## src/rtl/assert_macros.svh

```systemverilog
// Assertion macros for the RTL file that carries concurrent checks.
// Depends on a clock named clk and an active-low reset named rst_n in scope.
`ifndef ASSERT_MACROS_SVH
`define ASSERT_MACROS_SVH

// Same-cycle implication, disabled during reset.
`define ASSERT_SAME(label, ante, cons, msg) \
  label: assert property (@(posedge clk) disable iff (!rst_n) (ante) |-> (cons)) \
    else $error(msg);

// Next-cycle implication, disabled during reset.
`define ASSERT_NEXT(label, ante, cons, msg) \
  label: assert property (@(posedge clk) disable iff (!rst_n) (ante) |=> (cons)) \
    else $error(msg);

`endif

```

## src/rtl/dll_pkg.sv

```systemverilog
// Types, constants and the microcode table of the link table block.
// No dependencies; used by the interfaces and every module.
package dll_pkg;

  localparam int MAX_NODES = 1024;
  localparam int MEM_DEPTH = MAX_NODES + 1;
  localparam int ID_W      = $clog2(MAX_NODES + 1);
  localparam int KIND_W    = 2;
  localparam int STEP_W    = 4;

  typedef enum logic [KIND_W-1:0] {
    KIND_REMOVE     = 2'd0,
    KIND_INS_BEFORE = 2'd1,
    KIND_INS_AFTER  = 2'd2,
    KIND_QUERY      = 2'd3
  } kind_t;

  // Address and data sources of a link write.
  typedef enum logic [2:0] {
    SRC_ZERO,
    SRC_A,
    SRC_B,
    SRC_P,
    SRC_N,
    SRC_CLR
  } src_t;

  // How the step counter moves after the current step.
  typedef enum logic [2:0] {
    JMP_NEXT,
    JMP_END,
    JMP_DISPATCH,
    JMP_CLEAR,
    JMP_EMIT
  } jump_t;

  typedef struct packed {
    jump_t jmp;
    logic  nx_we;
    src_t  nx_addr;
    src_t  nx_data;
    logic  pv_we;
    src_t  pv_addr;
    src_t  pv_data;
    logic  emit;
  } ucode_t;

  // Sequencer to datapath control.
  typedef struct packed {
    logic            accept;
    logic            rd_en;
    ucode_t          uw;
    logic [ID_W-1:0] clr_addr;
    logic            clearing;
  } dll_ctl_t;

  localparam logic [STEP_W-1:0] STEP_IDLE  = STEP_W'(0);
  localparam logic [STEP_W-1:0] STEP_QUERY = STEP_W'(1);
  localparam logic [STEP_W-1:0] STEP_REM1  = STEP_W'(2);
  localparam logic [STEP_W-1:0] STEP_REM2  = STEP_W'(3);
  localparam logic [STEP_W-1:0] STEP_INSB1 = STEP_W'(4);
  localparam logic [STEP_W-1:0] STEP_INSB2 = STEP_W'(5);
  localparam logic [STEP_W-1:0] STEP_INSA1 = STEP_W'(6);
  localparam logic [STEP_W-1:0] STEP_INSA2 = STEP_W'(7);
  localparam logic [STEP_W-1:0] STEP_CLEAR = STEP_W'(8);

  // Control store. Writes to link id zero are dropped by the datapath.
  function automatic ucode_t ucode_rom(input logic [STEP_W-1:0] step);
    ucode_t uw;
    uw = '{jmp: JMP_END, nx_we: 1'b0, nx_addr: SRC_ZERO, nx_data: SRC_ZERO,
           pv_we: 1'b0, pv_addr: SRC_ZERO, pv_data: SRC_ZERO, emit: 1'b0};
    unique case (step)
      STEP_IDLE: uw.jmp = JMP_DISPATCH;
      STEP_QUERY: begin
        uw.jmp  = JMP_EMIT;
        uw.emit = 1'b1;
      end
      STEP_REM1: begin
        uw.jmp = JMP_NEXT;
        uw.nx_we = 1'b1; uw.nx_addr = SRC_P; uw.nx_data = SRC_N;
        uw.pv_we = 1'b1; uw.pv_addr = SRC_N; uw.pv_data = SRC_P;
      end
      STEP_REM2: begin
        uw.nx_we = 1'b1; uw.nx_addr = SRC_A; uw.nx_data = SRC_ZERO;
        uw.pv_we = 1'b1; uw.pv_addr = SRC_A; uw.pv_data = SRC_ZERO;
      end
      STEP_INSB1: begin
        uw.jmp = JMP_NEXT;
        uw.nx_we = 1'b1; uw.nx_addr = SRC_P; uw.nx_data = SRC_B;
        uw.pv_we = 1'b1; uw.pv_addr = SRC_B; uw.pv_data = SRC_P;
      end
      STEP_INSB2: begin
        uw.nx_we = 1'b1; uw.nx_addr = SRC_B; uw.nx_data = SRC_A;
        uw.pv_we = 1'b1; uw.pv_addr = SRC_A; uw.pv_data = SRC_B;
      end
      STEP_INSA1: begin
        uw.jmp = JMP_NEXT;
        uw.nx_we = 1'b1; uw.nx_addr = SRC_B; uw.nx_data = SRC_N;
        uw.pv_we = 1'b1; uw.pv_addr = SRC_N; uw.pv_data = SRC_B;
      end
      STEP_INSA2: begin
        uw.nx_we = 1'b1; uw.nx_addr = SRC_A; uw.nx_data = SRC_B;
        uw.pv_we = 1'b1; uw.pv_addr = SRC_B; uw.pv_data = SRC_A;
      end
      STEP_CLEAR: begin
        uw.jmp = JMP_CLEAR;
        uw.nx_we = 1'b1; uw.nx_addr = SRC_CLR; uw.nx_data = SRC_ZERO;
        uw.pv_we = 1'b1; uw.pv_addr = SRC_CLR; uw.pv_data = SRC_ZERO;
      end
      default: uw.jmp = JMP_END;
    endcase
    return uw;
  endfunction

endpackage

```

## src/rtl/dll_seq.sv

```systemverilog
// Microcode sequencer: step counter, control store fetch, dispatch and clear counter.
// Depends on dll_pkg.
module dll_seq (
  input  logic                         clk,
  input  logic                         rst_n,
  input  logic                         in_valid,
  input  logic [dll_pkg::KIND_W-1:0]   in_kind,
  input  logic [dll_pkg::ID_W-1:0]     in_node_a,
  input  logic [dll_pkg::ID_W-1:0]     in_node_b,
  input  logic                         out_free,
  output logic                         in_ready,
  output dll_pkg::dll_ctl_t            ctl
);

  logic [dll_pkg::STEP_W-1:0] step_r, step_nxt;
  logic [dll_pkg::ID_W-1:0]   clr_r, clr_nxt;
  dll_pkg::ucode_t            uw;
  dll_pkg::kind_t             kind;
  logic                       a_ok, b_ok, accept;
  logic [dll_pkg::STEP_W-1:0] target;

  assign uw     = dll_pkg::ucode_rom(step_r);
  assign kind   = dll_pkg::kind_t'(in_kind);
  assign a_ok   = (in_node_a != '0) && (in_node_a <= dll_pkg::ID_W'(dll_pkg::MAX_NODES));
  assign b_ok   = in_node_b <= dll_pkg::ID_W'(dll_pkg::MAX_NODES);
  assign in_ready = (step_r == dll_pkg::STEP_IDLE);
  assign accept = in_valid && in_ready;

  // Dispatch target; drop items that would do nothing.
  always_comb begin
    priority if (kind == dll_pkg::KIND_QUERY) target = dll_pkg::STEP_QUERY;
    else if (!a_ok)                          target = dll_pkg::STEP_IDLE;
    else if (kind == dll_pkg::KIND_REMOVE)   target = dll_pkg::STEP_REM1;
    else if (!b_ok)                          target = dll_pkg::STEP_IDLE;
    else if (kind == dll_pkg::KIND_INS_BEFORE) target = dll_pkg::STEP_INSB1;
    else                                     target = dll_pkg::STEP_INSA1;
  end

  always_comb begin
    step_nxt = step_r;
    clr_nxt  = clr_r;
    unique case (uw.jmp)
      dll_pkg::JMP_NEXT:     step_nxt = step_r + dll_pkg::STEP_W'(1);
      dll_pkg::JMP_END:      step_nxt = dll_pkg::STEP_IDLE;
      dll_pkg::JMP_DISPATCH: if (accept) step_nxt = target;
      dll_pkg::JMP_CLEAR: begin
        clr_nxt = clr_r + dll_pkg::ID_W'(1);
        if (clr_r == dll_pkg::ID_W'(dll_pkg::MAX_NODES)) step_nxt = dll_pkg::STEP_IDLE;
      end
      dll_pkg::JMP_EMIT:     if (out_free) step_nxt = dll_pkg::STEP_IDLE;
      default:               step_nxt = dll_pkg::STEP_IDLE;
    endcase
  end

  always_ff @(posedge clk) begin
    if (!rst_n) begin
      step_r <= dll_pkg::STEP_CLEAR;
      clr_r  <= dll_pkg::ID_W'(1);
    end else begin
      step_r <= step_nxt;
      clr_r  <= clr_nxt;
    end
  end

  assign ctl.accept   = accept;
  assign ctl.rd_en    = accept && a_ok;
  assign ctl.uw       = uw;
  assign ctl.clr_addr = clr_r;
  assign ctl.clearing = (step_r == dll_pkg::STEP_CLEAR);

endmodule

```

## config.mk

```make
export PLATFORM = sky130hd
export DESIGN_NAME = dll_seq
export DESIGN_NICKNAME = d
export VERILOG_FILES = /design/src/rtl/assert_macros.svh /design/src/rtl/dll_pkg.sv /design/src/rtl/dll_seq.sv
export SDC_FILE = /design/constraint.sdc
export NUM_CORES = 1
export LEC_CHECK = 0
export CAP_MARGIN = 5
export CORE_MARGIN = 2
export CORE_UTILIZATION = 61
export DETAILED_ROUTE_END_ITERATION = 12
export DONT_BUFFER_PORTS = 1
export MAX_ROUTING_LAYER = met4
export PLACE_DENSITY = 0.8
export SYNTH_ARGS = -nofsm -noshare
export SYNTH_HDL_FRONTEND = slang
export SYNTH_SLANG_ARGS = --single-unit
```

## constraint.sdc

```tcl
create_clock -name clk -period 2 [get_ports clk]
set_input_delay 0 -clock clk [delete_from_list [all_inputs] [get_ports clk]]
set_output_delay 0 -clock clk [all_outputs]
set_load 0.05 [all_outputs]
```

---- Word-level counts from Yosys, hierarchy flattened ----
Index checks and enable logic that the tools add are counted.
word-level totals
  bits in read-only memories .............. 0
  RAM bits ................................ 0
  memories ................................ 0
  register bits after elaboration ......... 15
  bits in latches ......................... 0
  input bits .............................. 28
  output and inout bits ................... 33
cells by class
  add/subtract/negate cells ............... 2
  muxes and demuxes ....................... 12
  bitwise logic cells ..................... 0
  $mul .................................... 0
  shift operators ......................... 0
  div/mod/pow operators ................... 0
  reduce and logical (&&, ||, !) cells .... 9
  equal/unequal tests ..................... 17
  order comparisons ....................... 2
operator list
  cell                   count
  $pmux 14 s7            1
  $le 11x11->1 const B   2
  $eq 4x3->1 const B     4
  $pmux 4 s4             1
  $mux 3                 4
  $mux 4                 3
  $pmux 3 s4             1
  $add 11x1->11 const B  1
  $eq 11x11->1 const B   1
  $reduce_bool 11->1     1
  $eq 4x2->1 const B     2
  $eq 3x2->1 const B     2
  $ne 2x2->1 const B     3
  $add 4x1->4 const B    1
  $eq 4x1->1 const B     1
  $eq 4x4->1 const B     1
  $logic_not 4->1        1
  $eq 3x3->1 const B     1
  $logic_and 1x1->1      3
  $logic_not 3->1        1
  $reduce_and 3->1       1
  $reduce_or 3->1        1
  $eq 2x1->1 const B     1
  $eq 2x2->1 const B     1
  other kinds (3)        3

---- Depth between registers and ports, before layout ----
Gate-level depths: netlist of the first run.
  word-level depth ........................ 8
  depth in mapped cells ................... 8

---- Worst setup path after synthesis of the first run ----
OpenSTA, ideal clock, no wires.
  kind .................................... register to output
  start ................................... reg step_r[0] (netlist name)
  end ..................................... out ctl[26] (netlist name)
  path slack .............................. -0.869 ns
  data required time ...................... 2.000 ns
  data arrival time ....................... 2.869 ns
  stages on the path, launching flop included .. 9
  cell sequence ........................... dfxtp_1 -> inv_1 -> ha_1 -> nand2_1 -> inv_1 -> a21oi_1 -> o22ai_1 -> o21bai_1 -> buf_4
RTL lines
  what                    RTL line       RTL
  from (decl)             dll_seq.sv:15  logic [dll_pkg::STEP_W-1:0] step_r, step_nxt;
  from (signal assigned)  dll_seq.sv:57  step_r <= dll_pkg::STEP_CLEAR;
  from (signal assigned)  dll_seq.sv:60  step_r <= step_nxt;
  to (decl)               dll_seq.sv:12  output dll_pkg::dll_ctl_t ctl

==> flow_summary_export.csv, run 1 <==
group,metric,value,unit
run_status,status,"complete, no violations",
final_layout,fin_cells,190,
grt,grt_pass1_wl,4330,um
synthesis,async_flop_share,0,%
final_layout,fin_area,1420,sq um
synthesis,ys_types,39,
grt,grt_use_total,28.9,%
timing,hold_violations,0,
synthesis,synthCells,146,
final_layout,antenna_cells,0,
timing,tightest_slew,0.651,ns
grt,grt_max_degree,14,
final_layout,regArea,305,sq um
clocking,root_buffer,"clkbuf_4",
final_layout,layout.nets,200,
synthesis,synth_area,1110,sq um
floorplan,die_y,46.7,um
worst_setup_path,crit_required,2.00,ns
drt,drtPass1Iterations,4,
clocking,htreeDepth,1,
final_layout,drive_gt1_share,29.1,%
timing,grt_setup_unrepaired,"no",
timing,max_freq,525,MHz
drt,drtIter0Drc,41,
power,power.density,1910,nW/um^2
power,p_leak,0.572,nW
synthesis,synth.ff_latch_count,15,
worst_setup_path,critPathArrivalTime,1.91,ns
floorplan,die_area,2180,sq um
power,finalPower,2.70,mW
power,peakVddDrop,1.41,mV
drt,drcViolationCount,0,
timing,fin_crit,1.91,ns
clocking,clkLatencyLatePin,0.29,ns
grt,grt_pass1_vias,990,
timing,skew,0.00776,ns
floorplan,core_area,1730,sq um
synthesis,ys_seq_area_share,27.0,%
placement,portBuffers,0,
placement,place_area,1350,sq um
placement,dp_cells,185,
clocking,path_clk_slew,0.10,ns
job,cap_violations,0,
drt,vias_per_cell,6.06,
clocking,tritoncts,"yes",
worst_hold_path,hp-class,"input port to flip-flop",
timing,maxSlewHeadroom,56.5,%
clocking,cts_buffers,3,
grt,grt_overflow,0,
timing,post-route-period-util,95.3,%
placement,place_congestion,0.890,
synthesis,ys_warn_count,0,
timing,setup_viol,0,
floorplan,dieWidth,46.7,um
final_layout,multi_input_area,766,sq um
synthesis,syn_avg_cell_area,7.63,sq um
grt,antenna_found_initial,0,
timing,fin_ws,0.0948,ns
placement,dp_hpwl,2230,um
final_layout,area_growth,27.1,%
drt,wl_per_cell,15.1,um
worst_setup_path,worstPathMaxFanout,10,
final_layout,n_fill_cell,116,
worst_setup_path,critPathKind,"flip-flop to primary output",
clocking,cts_buffer_depth,2,
synthesis,synth_edf_count,0,
placement,post-place-ws,0.0737,ns
floorplan,num_rows,15,
floorplan,initial_utilization,64.5,%
drt,ant_nets,0,
worst_setup_path,endpoint_kind,"primary output",
drt,via_count,1152,
synthesis,ys.flop_type,"dfxtp_1",
clocking,clock-sinks,15,
synthesis,syn_nets,180,
drt,routed_wl,2870,um
timing,slew_viol_final,0,
worst_setup_path,start_kind,"flip-flop",
floorplan,ios,61,
==> sequential cells by signal, summed over array words and instances, names as in the netlist <==
signal / count
step_r: 4
clr_r: 11
==> metal layers <==
metal | vias to the layer above | part of all wire, % | track usage, %
met2 | 77 | 51 | 45.8
met5 | - | 0 | -
li1 | 541 | - | -
met1 | 522 | 37 | 34.8
met4 | 0 | 2.8 | 12.2
met3 | 12 | 9.3 | 7.06
==> repair_timing <==
action | 4_1_cts | 5_1_grt
hold endpoints to repair | 2 | 0
pin swaps | 0 | 1
hold buffers | 1 | 0
resized for setup | 1 | 7
buffers inserted | 0 | 0
endpoints found under the setup margin | 2 | 6
==> layout by cell type (no fill, tap or decap), types with 2 or more instances in the layout <==
cell type	instances
a21oi_2	3
buf_4	23
nand4_1	3
dfxtp_2	4
and2_1	4
buf_6	2
nand3_1	6
nand2b_1	2
nor2_1	20
nand2_2	2
o21ai_0	4
buf_12	2
clkbuf_4	3
dfxtp_1	11
nand2_1	7
xnor2_1	3
and3_1	3
or4b_1	2
ha_1	5
nor4_1	4
a31oi_1	2
a21oi_1	5
inv_1	8
nor3b_1	2
and4_1	2
a211oi_1	2
xor2_1	8
clkinvlp_4	2
nor2b_1	2
==> worst max-delay path: stages (launching register included) <==
cell and delay [ns]:
dfxtp_1 0.36, inv_1 0.12, ha_2 0.25, buf_4 0.18, nor2b_4 0.18, buf_6 0.17, nor2_1 0.06, a21oi_2 0.10
buf_4 0.20
==> Yosys cell counts (all sizes together) (3+ instances only) <==
cell	number	area share [%]
a21oi	8	3.6
and2	4	2.2
and3	3	1.7
buf	8	5.2
clkbuf	5	1.7
dfxtp	15	27
ha	6	6.7
inv	9	3.0
nand2	9	3.3
nand3	6	2.7
nand4	3	1.7
nor2	21	7.1
nor2b	3	1.7
nor4	4	2.2
o21ai	4	1.8
xnor2	3	2.4
xor2	8	6.3
==> cell families (layout without fill, tap and decap cells) <==
| kind of cell | Yosys count | count (layout) | synth area share [%] |
|---|---|---|---|
| simple gates | 65 | 65 | 31.0 |
| fa+ha+maj | 6 | 6 | 6.74 |
| flops | 15 | 15 | 27.0 |
| xor+xnor | 11 | 11 | 8.65 |
| compound gates | 25 | 25 | 15.5 |
| other cells | 1 | 1 | 0.337 |
| mux | 1 | 1 | 0.899 |
| buf+inv | 22 | 41 | 9.89 |
==> final timing paths <==
kind                     to           from  depth (start not counted)  slack [ns]
hold reg to reg   step_r[3]      step_r[0]                          2        0.55
hold / removal    step_r[2]  in_node_b[10]                          3       0.001
setup / recovery    ctl[16]      step_r[1]                          8        0.09
setup reg to reg  step_r[1]       clr_r[1]                          7        0.11
==> per-stage QoR <==
step	setup TNS [ns]	util, %	hold slack [ns]
3_5_place_dp	0	77.9	0.0677
5_1_grt	0	82.0	0.000952
6_report	0	82.0	0.00143
2_1_floorplan	-0.160	-	0.0619
3_3_place_gp	0	77.9	0.0630
4_1_cts	0	80.4	0.00226
==> power by group <==
group | leakage [nW] | internal (mW) | switching [mW]
Combinational | 0.436 | 0.676 | 1.41
Sequential | 0.122 | 0.364 | 0.0637
Clock | 0.0139 | 0.0761 | 0.113
Total | 0.572 | 1.12 | 1.58
==> layout make-up <==
type | count | share of cell area (%)
Sequential cell | 15 | 21.6
Multi-Input combinational cell | 109 | 54.1
Tap cell | 25 | 2.21
Inverter | 9 | 2.65
Timing Repair Buffer | 28 | 17.3
Clock buffer | 3 | 1.59
Clock inverter | 1 | 0.531
(Power assumes the default switching activity.)
==> inputs of run 2 (changes only) <==
CORE_MARGIN = 1   (was 2)
CORE_UTILIZATION = 65   (was 61)
CTS_BUF_LIST = sky130_fd_sc_hd__clkbuf_8   (was not set)
PLACE_DENSITY = 0.84   (was 0.8)
==> run 2 against run 1 <==
Against the previous run:
- the flow now finishes with violations (design-rule violations, negative setup slack)
- critical path type is now flip-flop to flip-flop
- highest routed layer unchanged
- sequential cell count stayed put
- wire length grew 24%
- die area shrank 14%
- first-iteration DRC count up 17%
- core utilization is 11 points higher
- worst hold slack better by 0.064 ns
==> flow_summary_export.csv, run 2 (synthesized netlist as in run 1, its figures left out) <==
group,metric,value,unit
clocking,clkLatencyLatePin,0.26,ns
clocking,path_clk_slew,0.07,ns
worst_setup_path,rrSetupSlack,-0.05,ns
clocking,clock-sinks,15,
clocking,htreeDepth,1,
placement,post-place-ws,-0.106,ns
timing,grt_setup_unrepaired,"yes",
worst_hold_path,hp-class,"input port to flip-flop",
grt,grt_pass1_wl,5290,um
drt,routed_wl,3560,um
job,cap_violations,0,
drt,wl_per_cell,19.2,um
placement,place_congestion,0.895,
grt,grt_overflow,0,
final_layout,fin_cells,185,
worst_setup_path,crit_required,2.17,ns
power,p_leak,0.604,nW
drt,drtPass1Iterations,8,
power,power.density,1990,nW/um^2
final_layout,drive_gt1_share,30.2,%
timing,fin_crit,2.05,ns
grt,antenna_found_initial,0,
worst_setup_path,critPathKind,"flip-flop to flip-flop",
worst_setup_path,start_kind,"flip-flop",
final_layout,area_growth,29.6,%
floorplan,dieWidth,43.4,um
clocking,cts_buffer_depth,2,
placement,dp_hpwl,2420,um
timing,slew_viol_final,0,
final_layout,layout_commonest_cell,"buf_4",
final_layout,regMostFlops,"clr_r",
clocking,cts_buffers,3,
floorplan,initial_utilization,71.4,%
timing,hold_violations,0,
grt,grt_max_degree,15,
drt,ant_nets,0,
grt,grt_pass1_vias,1228,
timing,max_freq,487,MHz
final_layout,reg_top3,"clr_r: 11 flops, step_r: 4 flops",
final_layout,n_fill_cell,61,
floorplan,die_y,43.4,um
placement,portBuffers,0,
timing,post-route-period-util,103,%
timing,tightest_slew,0.637,ns
floorplan,die_area,1880,sq um
worst_setup_path,critPathArrivalTime,2.22,ns
floorplan,ios,61,
timing,fin_ws,-0.0522,ns
placement,place_area,1340,sq um
drt,vias_per_cell,6.66,
floorplan,num_rows,14,
drt,drcViolationCount,2,
clocking,root_buffer,"clkbuf_8",
run_status,violations,"design-rule violations, negative setup slack",
timing,skew,0.00210,ns
timing,maxSlewHeadroom,57.4,%
timing,setup_viol,4,
drt,drtIter0Drc,48,
worst_setup_path,worstPathMaxFanout,4,
floorplan,core_area,1560,sq um
drt,via_count,1232,
run_status,status,"finished, violations left",
final_layout,largest_reg_flops,11,
grt,grt_use_total,39.6,%
final_layout,antenna_cells,0,
final_layout,layout.nets,204,
final_layout,layout_common_cells,"29 x buf_4, 20 x nor2_1, 13 x dfxtp_1",
final_layout,fin_area,1440,sq um
worst_setup_path,endpoint_kind,"flip-flop",
power,peakVddDrop,2.54,mV
placement,dp_cells,177,
clocking,tritoncts,"yes",
## run 2: where the power goes
part	switching, mW	internal [mW]	total (mW)
clock	0.119	0.138	0.257
sequential	0.0515	0.360	0.412
combinational	1.48	0.725	2.21
total	1.65	1.22	2.88
## run 2: cell type report
type	count	area, sq um	share of cell area, %
clock buffers	3	41.3	2.86
well taps	16	20.0	1.39
inverters	9	37.5	2.60
multi-input cells	109	768	53.3
clock inverters	1	5.00	0.347
repair buffers	32	268	18.6
flip-flops and latches	15	303	21.0
## run 2: worst max-delay path, stage by stage (launching register included)
cell	delay [ns]
dfxtp_2	0.32
inv_1	0.09
ha_1	0.16
or4b_4	0.49
o41ai_4	0.38
nand2_2	0.13
buf_4	0.16
a211oi_1	0.23
## run 2: worst paths after layout
check / end / cells past startpoint / startpoint
max: step_r[0] / 7 / clr_r[1]
min: step_r[2] / 3 / in_node_b[10]
max reg2reg: step_r[0] / 7 / clr_r[1]
min reg2reg: step_r[1] / 2 / step_r[1]
## run 2: routing by layer
layer	GRT usage (%)	wire length [um]
met1	34.0	1150
met2	76.4	1990
met3	5.83	256
met4	28.1	167
met5	-	0
## run 2: through the flow
step	utilization, %	TNS (ns)	total power, mW	hold WS, ns
2_1_floorplan	-	-0.160	2.02	0.0619
3_3_place_gp	86.0	0	2.35	0.0670
3_5_place_dp	86.0	-0.106	2.44	0.0733
4_1_cts	90.8	0	2.75	0.0694
5_1_grt	92.5	-0.336	2.99	0.0951
6_report	92.5	-0.115	2.88	0.0655
## run 2: repair_timing
action | 4_1_cts | 5_1_grt
hold endpoints to repair | 2 | 0
hold buffers | 1 | 0
resized for setup | 3 | 2
setup endpoints to repair | 3 | 6
buffers inserted | 0 | 3
pin swaps | 1 | 3
